[src/rtl/vau_pkg.sv]
package vau_pkg;

	// Word and field widths fixed by the interface.
	localparam int WORD_W = 32;
	localparam int CMD_W = 4;
	localparam int LANES = 3;
	localparam int PROD_W = 2 * WORD_W;

	// Square root unit: a 64-bit radicand gives a 32-bit root, one bit per stage.
	localparam int SQ_IN_W = PROD_W;
	localparam int ROOT_W = WORD_W;
	localparam int SQ_REM_W = ROOT_W + 2;

	// Depth of the queue between the front and the back.
	localparam int QUEUE_DEPTH = 4;

	// Command codes as they arrive on the command port.
	localparam logic [CMD_W-1:0] CMD_ADD = 4'd0;
	localparam logic [CMD_W-1:0] CMD_SUB = 4'd1;
	localparam logic [CMD_W-1:0] CMD_DOT = 4'd2;
	localparam logic [CMD_W-1:0] CMD_SCALE = 4'd3;
	localparam logic [CMD_W-1:0] CMD_NORMSQ = 4'd4;
	localparam logic [CMD_W-1:0] CMD_NORM = 4'd5;
	localparam logic [CMD_W-1:0] CMD_NORMALIZE = 4'd6;
	localparam logic [CMD_W-1:0] CMD_COSINE = 4'd7;
	localparam logic [CMD_W-1:0] CMD_RIGHT = 4'd8;

	// Operation class decided by the front.
	typedef enum logic [3:0] {
		OP_NONE,
		OP_ADD,
		OP_SUB,
		OP_DOT,
		OP_SCALE,
		OP_NORMSQ,
		OP_NORM,
		OP_NORMALIZE,
		OP_COSINE,
		OP_RIGHT
	} op_t;

	typedef logic [LANES-1:0][WORD_W-1:0] vec_t;

	// Word as it arrives at the input port.
	typedef struct packed {
		logic [CMD_W-1:0] cmd;
		vec_t a;
		vec_t b;
		logic [WORD_W-1:0] sf;
	} raw_t;

	// Word after classification, as it sits in the queue.
	typedef struct packed {
		op_t op;
		vec_t a;
		vec_t b;
		logic [WORD_W-1:0] sf;
	} item_t;

	// Result word handed to the output port.
	typedef struct packed {
		vec_t r;
		logic [WORD_W-1:0] sc;
		logic right;
		logic sat;
		logic divz;
	} res_t;

endpackage

[src/rtl/vau_front.sv]
module vau_front (
	input logic clk,
	input logic arst_n,
	input logic in_valid,
	output logic in_ready,
	input vau_pkg::raw_t in_word,
	input logic pop,
	output logic head_valid,
	output vau_pkg::item_t head_item
);
	import vau_pkg::*;

	localparam int PTR_W = $clog2(QUEUE_DEPTH);

	item_t q_mem_q [QUEUE_DEPTH];
	logic [PTR_W-1:0] wptr_q;
	logic [PTR_W-1:0] rptr_q;
	logic [PTR_W:0] count_q;
	item_t item;
	logic push;
	logic take;

	// Classify the command into an operation.
	always_comb begin
		item.a = in_word.a;
		item.b = in_word.b;
		item.sf = in_word.sf;
		case (in_word.cmd)
			CMD_ADD: item.op = OP_ADD;
			CMD_SUB: item.op = OP_SUB;
			CMD_DOT: item.op = OP_DOT;
			CMD_SCALE: item.op = OP_SCALE;
			CMD_NORMSQ: item.op = OP_NORMSQ;
			CMD_NORM: item.op = OP_NORM;
			CMD_NORMALIZE: item.op = OP_NORMALIZE;
			CMD_COSINE: item.op = OP_COSINE;
			CMD_RIGHT: item.op = OP_RIGHT;
			default: item.op = OP_NONE;
		endcase
	end

	// Queue handshake.
	assign in_ready = count_q != (PTR_W+1)'(QUEUE_DEPTH);
	assign push = in_valid && in_ready;
	assign head_valid = count_q != '0;
	assign take = pop && head_valid;
	assign head_item = q_mem_q[rptr_q];

	// Queue storage.
	always_ff @(posedge clk) begin
		if (push) begin
			q_mem_q[wptr_q] <= item;
		end
	end

	// Queue pointers and fill count.
	always_ff @(posedge clk or negedge arst_n) begin
		if (!arst_n) begin
			wptr_q <= '0;
			rptr_q <= '0;
			count_q <= '0;
		end else begin
			if (push) begin
				wptr_q <= wptr_q + 1'b1;
			end
			if (take) begin
				rptr_q <= rptr_q + 1'b1;
			end
			case ({push, take})
				2'b10: count_q <= count_q + 1'b1;
				2'b01: count_q <= count_q - 1'b1;
				default: count_q <= count_q;
			endcase
		end
	end

endmodule

[config.mk]
export PLATFORM = sky130hd
export DESIGN_NAME = vau_front
export DESIGN_NICKNAME = d
export VERILOG_FILES = /design/src/rtl/vau_pkg.sv /design/src/rtl/vau_front.sv
export SDC_FILE = /design/constraint.sdc
export NUM_CORES = 1
export LEC_CHECK = 0
export ABC_AREA = 0
export BUFFER_PORTS_ARGS = -buffer_cell sky130_fd_sc_hd__buf_4
export CAP_MARGIN = 0
export CORE_AREA = 4 4 295 297
export DETAILED_ROUTE_END_ITERATION = 12
export DIE_AREA = 0 0 299 301
export PLACE_DENSITY_LB_ADDON = 0.2
export SLEW_MARGIN = 30
export SYNTH_ARGS = -nofsm -noshare
export SYNTH_HDL_FRONTEND = slang
export SYNTH_SLANG_ARGS = --single-unit
[constraint.sdc]
create_clock -name clk -period 8.1 [get_ports clk]
set_input_delay 1.62 -clock clk [delete_from_list [all_inputs] [get_ports clk]]
set_output_delay 1.62 -clock clk [all_outputs]
set_load 0.1 [all_outputs]
==> qor.yml, run 1 <==
io_pins: 462
seq_area_um2: 27570
syn_area_um2: 33430
synth_largest_area_cell: "edfxtp_1"
ys_seq_elements: 919
drive_above_1_share: 0.4581
yosysMostFrequentCell: "edfxtp_1"
groute.layer.met3.usage: 0.05126
synth_area_leaders: "edfxtp_1, mux4_2, buf_6"
initial_core_util: 0.3952
syn2layout_area_growth_pct: 23.18
synth_fa_ha_area_frac: 0.003593
placed_area_um2: 38180
cts_resized: 0
die-area_um2: 90000
numPortBuffers: 461
synth_area_per_cell_um2: 26.92
drv_slew: 0
wire_per_inst_um: 23.18
vias: 14800
num_rows: 107
multiInputGateArea_um2: 5463
viasPerCell: 4.937
cap_violations: 0
dp.final_hpwl_um: 41750
yosysUniqueCellTypes: 24
cp_common_cell: "buf_12"
grt_max_degree: 120
place_congestion: 0.7061
synth_top_cell_area_share: 0.8191
clk_latency_ps: 640
max_stage_delay_ps: 740
antenna_found_initial: 10
core_region_area_um2: 84610
netlist_instances: 1242
startpoint_type: "register"
holdWs_ps: 504.9
cts-htree-levels: 3
synth_enable_flop_cells: 912
clk_pin_slew_ps: 60
status: "completed"
setup-tns-final_ps: 0
dr.pass1.iters: 5
synth_compound_area_frac: 0.0007484
cts_buffers: 96
cp-end-kind: "output pin"
synth_common_cells: "edfxtp_1, mux4_2, buf_2"
fmax_mhz: 202.1
cp_cell_sequence: "buf_12 > buf_12 > mux4_2 > buf_4"
grt.met1_usage: 0.1955
ant_nets: 0
clock-sinks: 919
fp.dieH_um: 301
max-slew-margin-rel: 0.3466
finalCritPeriodShare: 0.6109
busiest_layer: "met2"
slowest_stage: "dfrtp_4"
grt_pass1_vias: 15990
hold_class: "register to register"
ctsRootBufferMaster: "clkbuf_16"
synthSimpleGateAreaFrac: 0.002694
layout.cells.non_filler: 2997
synthArstFlopShare: 0.007617
fin_nets: 2010
cp.arrival_ps: 3330
dp_cells: 2814
syn-num-nets: 1483
ys.flop_type: "edfxtp_1"
drtIter0Drc: 850
synth_mux_area_frac: 0.1543
tightest_slew_ps: 980.1
crit_fanout: 94
period_needed_ps: 4948
wl_um: 69480
n_fill_cell: 6922
setup_viol: 0
cp.required_ps: 6480
use_met2: 0.2504
rsz0062_at_grt: "no"
ys_warn_count: 0
hold_viol: 0
ys_seq_area_frac: 0.8243
finClkSkew_ps: 36.50
drc: 0
cts_setup_buffers: 0
clockBufferDepth: 3
critPathKind: "register to output pin"
gr-total-overflow: 0
hold_buffers: 0
synth_xor_area_frac: 0.001572
die_w_um: 299
grt_pass1_wl_um: 103300
cts_tree: "done"
synth_top_family_by_area: "multiplexers"
fin_area_um2: 41180
grt_usage: 0.1527
-- cells in the final DEF, fill, tap and decap left out, types with 2 or more instances in the layout --
cell type   count
dfrtp_4         2
edfxtp_1      912
dfrtp_1         5
diode_2         4
bufinv_16       4
clkinv_16       2
mux4_2        228
inv_1           9
ha_1            8
and3_4          4
o21ai_0         3
clkbuf_16      97
clkinv_2       15
nor2_1          2
xnor2_1         3
inv_16          2
clkinv_1       27
clkinvlp_4      5
clkbuf_1       23
inv_6           2
buf_12          8
xor2_1          3
buf_4         472
nand2_1         3
-- area by class of cell --
class,count,area share
Multi-Input combinational cell,263,0.1326
Timing Repair Buffer,480,0.08993
Clock inverter,58,0.01118
Sequential cell,919,0.6694
Clock buffer,120,0.06103
Inverter,9,0.0008203
Tap cell,1144,0.03476
Antenna cell,4,0.0002430
-- flip-flops by register name (all words and copies together) (netlist names) --
name     count
q_mem_q    912
count_q      3
rptr_q       2
wptr_q       2
-- final timing paths --
kind                       depth (start not counted)  slack (ps)                  endpoint                    from
max                                                4        3150             head_item[87]   rptr_q[0]$_DFFE_PN0P_
min                                                1         500    count_q[2]$_DFFE_PN0P_  count_q[2]$_DFFE_PN0P_
max reg2reg                                        4        5070  q_mem_q[0][29]$_DFFE_PP_  count_q[2]$_DFFE_PN0P_
min reg2reg                                        1         500    count_q[2]$_DFFE_PN0P_  count_q[2]$_DFFE_PN0P_
max in group asynchronous                          1        7180     rptr_q[0]$_DFFE_PN0P_                  arst_n
min in group asynchronous                          1         780    count_q[0]$_DFFE_PN0P_                  arst_n
-- cell families after synthesis --
family,Yosys count
flops,919
mux,230
buf+inv,60
simple gates,14
fa+ha+maj,9
xor+xnor,6
compound gates,4
-- critical path: cells and delay by family, from the launching register on --
kind,cells,cell delay (ps)
buffers and inverters,3,1060
DFF,1,740
muxes,1,660
-- stage by stage --
stage | setup WS [ps] | utilization
final | 3152 | 0.4868
after global routing | 2860 | 0.4867
after CTS | 2959 | 0.4864
after detailed placement | 3685 | 0.4512
after global placement | 3704 | 0.4512
after floorplan | 3256 | -
-- layer usage --
metal / vias to the layer above / part of all wire
met5: - / 0.0011
met4: 12 / 0.020
met3: 104 / 0.078
met2: 414 / 0.50
met1: 7803 / 0.41
li1: 6463 / -
Power of run 1 is not shown: default switching activity piles up to over one toggle a cycle in this logic, so the estimate is an artifact.
==> run 2, diff against run 1 <==
Clock period 8.1 ns to 4.4 ns, I/O delays scaled along.
==> run 2 against run 1 <==
Effect of this change:
- first-iteration DRC count stayed put
- global-route usage is 0.50 points higher
- clock-buffer cell count shrank 5
- critical path depth shrank 1
- die area unchanged
- critical endpoint is now head_item[213]
- design area is 1.4% higher
- sequential share of layout area down 0.90 points
- sequential cell count stayed put
- utilization grew 0.66 points
- routed wire length rose by 3.7%
- clock skew grew 5.7 ps
- register-to-register slack worse by 3000 ps
==> qor.yml, run 2 (synthesized netlist as in run 1, its figures left out) <==
cp.required_ps: 3520  # -2960 ps
num_rows: 107  # unchanged
fin_nets: 2037  # +1.3%
io_pins: 462  # unchanged
gr-total-overflow: 0  # unchanged
max-slew-margin-rel: 0.4160  # +0.06942
period_needed_ps: 3684
clk_pin_slew_ps: 60  # about the same
ctsRootBufferMaster: "clkbuf_16"
startpoint_type: "register"
place_congestion: 0.7397  # +4.8%
final_common_cell: "edfxtp_1"
multiInputGateArea_um2: 5463  # unchanged
numPortBuffers: 461  # unchanged
grt_pass1_wl_um: 105500  # +2.2%
setup_viol: 0  # unchanged
vias: 15040  # +1.6%
core_region_area_um2: 84610  # unchanged
drive_above_1_share: 0.4722  # +0.01414
regMostFlops: "q_mem_q"
rsz0062_at_grt: "no"
hold_class: "input pin to register"
min_to: "q_mem_q[2][181]$_DFFE_PP_"
die_w_um: 299  # unchanged
reg2reg_from: "count_q[2]$_DFFE_PN0P_"
wire_per_inst_um: 23.82  # +2.7%
largest_reg_flops: 912  # unchanged
cts-htree-levels: 3  # unchanged
cp.arrival_ps: 2800  # -530 ps
syn2layout_area_growth_pct: 24.85
die-area_um2: 90000  # unchanged
dp.final_hpwl_um: 45410  # +8.8%
cts_resized: 0  # unchanged
min_delay_path_depth: 1  # unchanged
ff2ff_setup_slack_ps: 2060  # -3010 ps
viasPerCell: 4.973  # +0.73%
seq_area_um2: 27570  # unchanged
final_cell_mix: "edfxtp_1, buf_4, mux4_2, clkbuf_16, buf_12"
cp_common_cell: "buf_4"
wl_um: 72020  # +3.7%
top_regs: "q_mem_q (912), count_q (3)"
grt_pass1_vias: 16220  # +1.4%
max_stage_delay_ps: 830  # +90 ps
slowest_stage: "dfrtp_4"
finClkSkew_ps: 42.17  # +5.668 ps
tightest_slew_ps: 876.0  # -104.1 ps
initial_core_util: 0.3952  # unchanged
drc: 0  # unchanged
clockBufferDepth: 3  # unchanged
drtIter0Drc: 850  # unchanged
cp.buffers_inverters: 2  # -1
n_fill_cell: 6936  # +0.20%
r2r_end: "q_mem_q[3][17]$_DFFE_PP_"
antenna_found_initial: 13  # +3
cp-end-kind: "output pin"
cts_buffers: 96  # unchanged
clk_latency_ps: 650  # about the same
critPathKind: "register to output pin"
critPathTopFamily: "flip-flops"
fp.dieH_um: 301  # unchanged
grt_usage: 0.1576  # +0.004974
cts_tree: "done"
hp-start: "in_word[181]"
grt_max_degree: 54  # -55%
dr.pass1.iters: 6  # +1
ant_nets: 0  # unchanged
reg2regPathDepth: 3  # -1
fmax_mhz: 271.4
status: "completed"
path_depth: 3  # -1
cap_violations: 0  # unchanged
crit_fanout: 26  # -72%
drv_slew: 0  # unchanged
setup-tns-final_ps: 0  # unchanged
clock-sinks: 919  # unchanged
cp_cell_sequence: "buf_4 > mux4_2 > buf_4"
finalCritPeriodShare: 0.8374
hold_viol: 0  # unchanged
run 2: stage by stage:
| step | hold WS (ps) | cell area [µm²] | util | std cells | worst slack (ps) |
|---|---|---|---|---|---|
| 6_report | 431.5 | 41740 | 0.4934 | 3024 | 715.6 |
| 5_1_grt | 390.6 | 41730 | 0.4932 | 3019 | 494.5 |
| 4_1_cts | 367.8 | 41720 | 0.4931 | 3016 | 554.4 |
| 3_5_place_dp | 492.7 | 38620 | 0.4565 | 2841 | 1272 |
| 3_3_place_gp | 494.3 | 38620 | 0.4565 | 2841 | 1270 |
| 2_1_floorplan | 469.0 | 33430 | - | 1242 | 231.2 |
run 2: final cells by class:
cell class / instances / area share
antenna: 8 / 0.0004796
tap: 1144 / 0.03429
timing repair buffer: 507 / 0.09903
clock inverter: 59 / 0.01334
multi-input combinational: 263 / 0.1309
inverter: 9 / 0.0008093
clock buffer: 115 / 0.06076
sequential: 919 / 0.6604
run 2: repair_timing:
| action | 4_1_cts | 5_1_grt |
|---|---|---|
| buffers inserted | 0 | 0 |
| endpoints found under the setup margin | 0 | 0 |
| endpoints found under the hold margin | 4 | 0 |
| hold buffers | 1 | 0 |
run 2: how the worst max path moves through the flow:
stage | from | end
2_1_floorplan | count_q[2]$_DFFE_PN0P_ | q_mem_q[0][0]$_DFFE_PP_
3_3_place_gp | rptr_q[0]$_DFFE_PN0P_ | head_item[213]
3_5_place_dp | rptr_q[0]$_DFFE_PN0P_ | head_item[213]
4_1_cts | rptr_q[0]$_DFFE_PN0P_ | head_item[213]
5_1_grt | rptr_q[0]$_DFFE_PN0P_ | head_item[213]
6_report | rptr_q[0]$_DFFE_PN0P_ | head_item[213]
run 2: routing by layer:
layer  vias to the layer above  track usage  share of wire
met5                         -            0         0.0012
met4                        12      0.05063          0.026
met3                       121      0.05782          0.085
met2                       461       0.2623           0.51
met1                      7913       0.1930           0.38
li1                       6531            -              -
Power of run 2 is left out for the same reason.
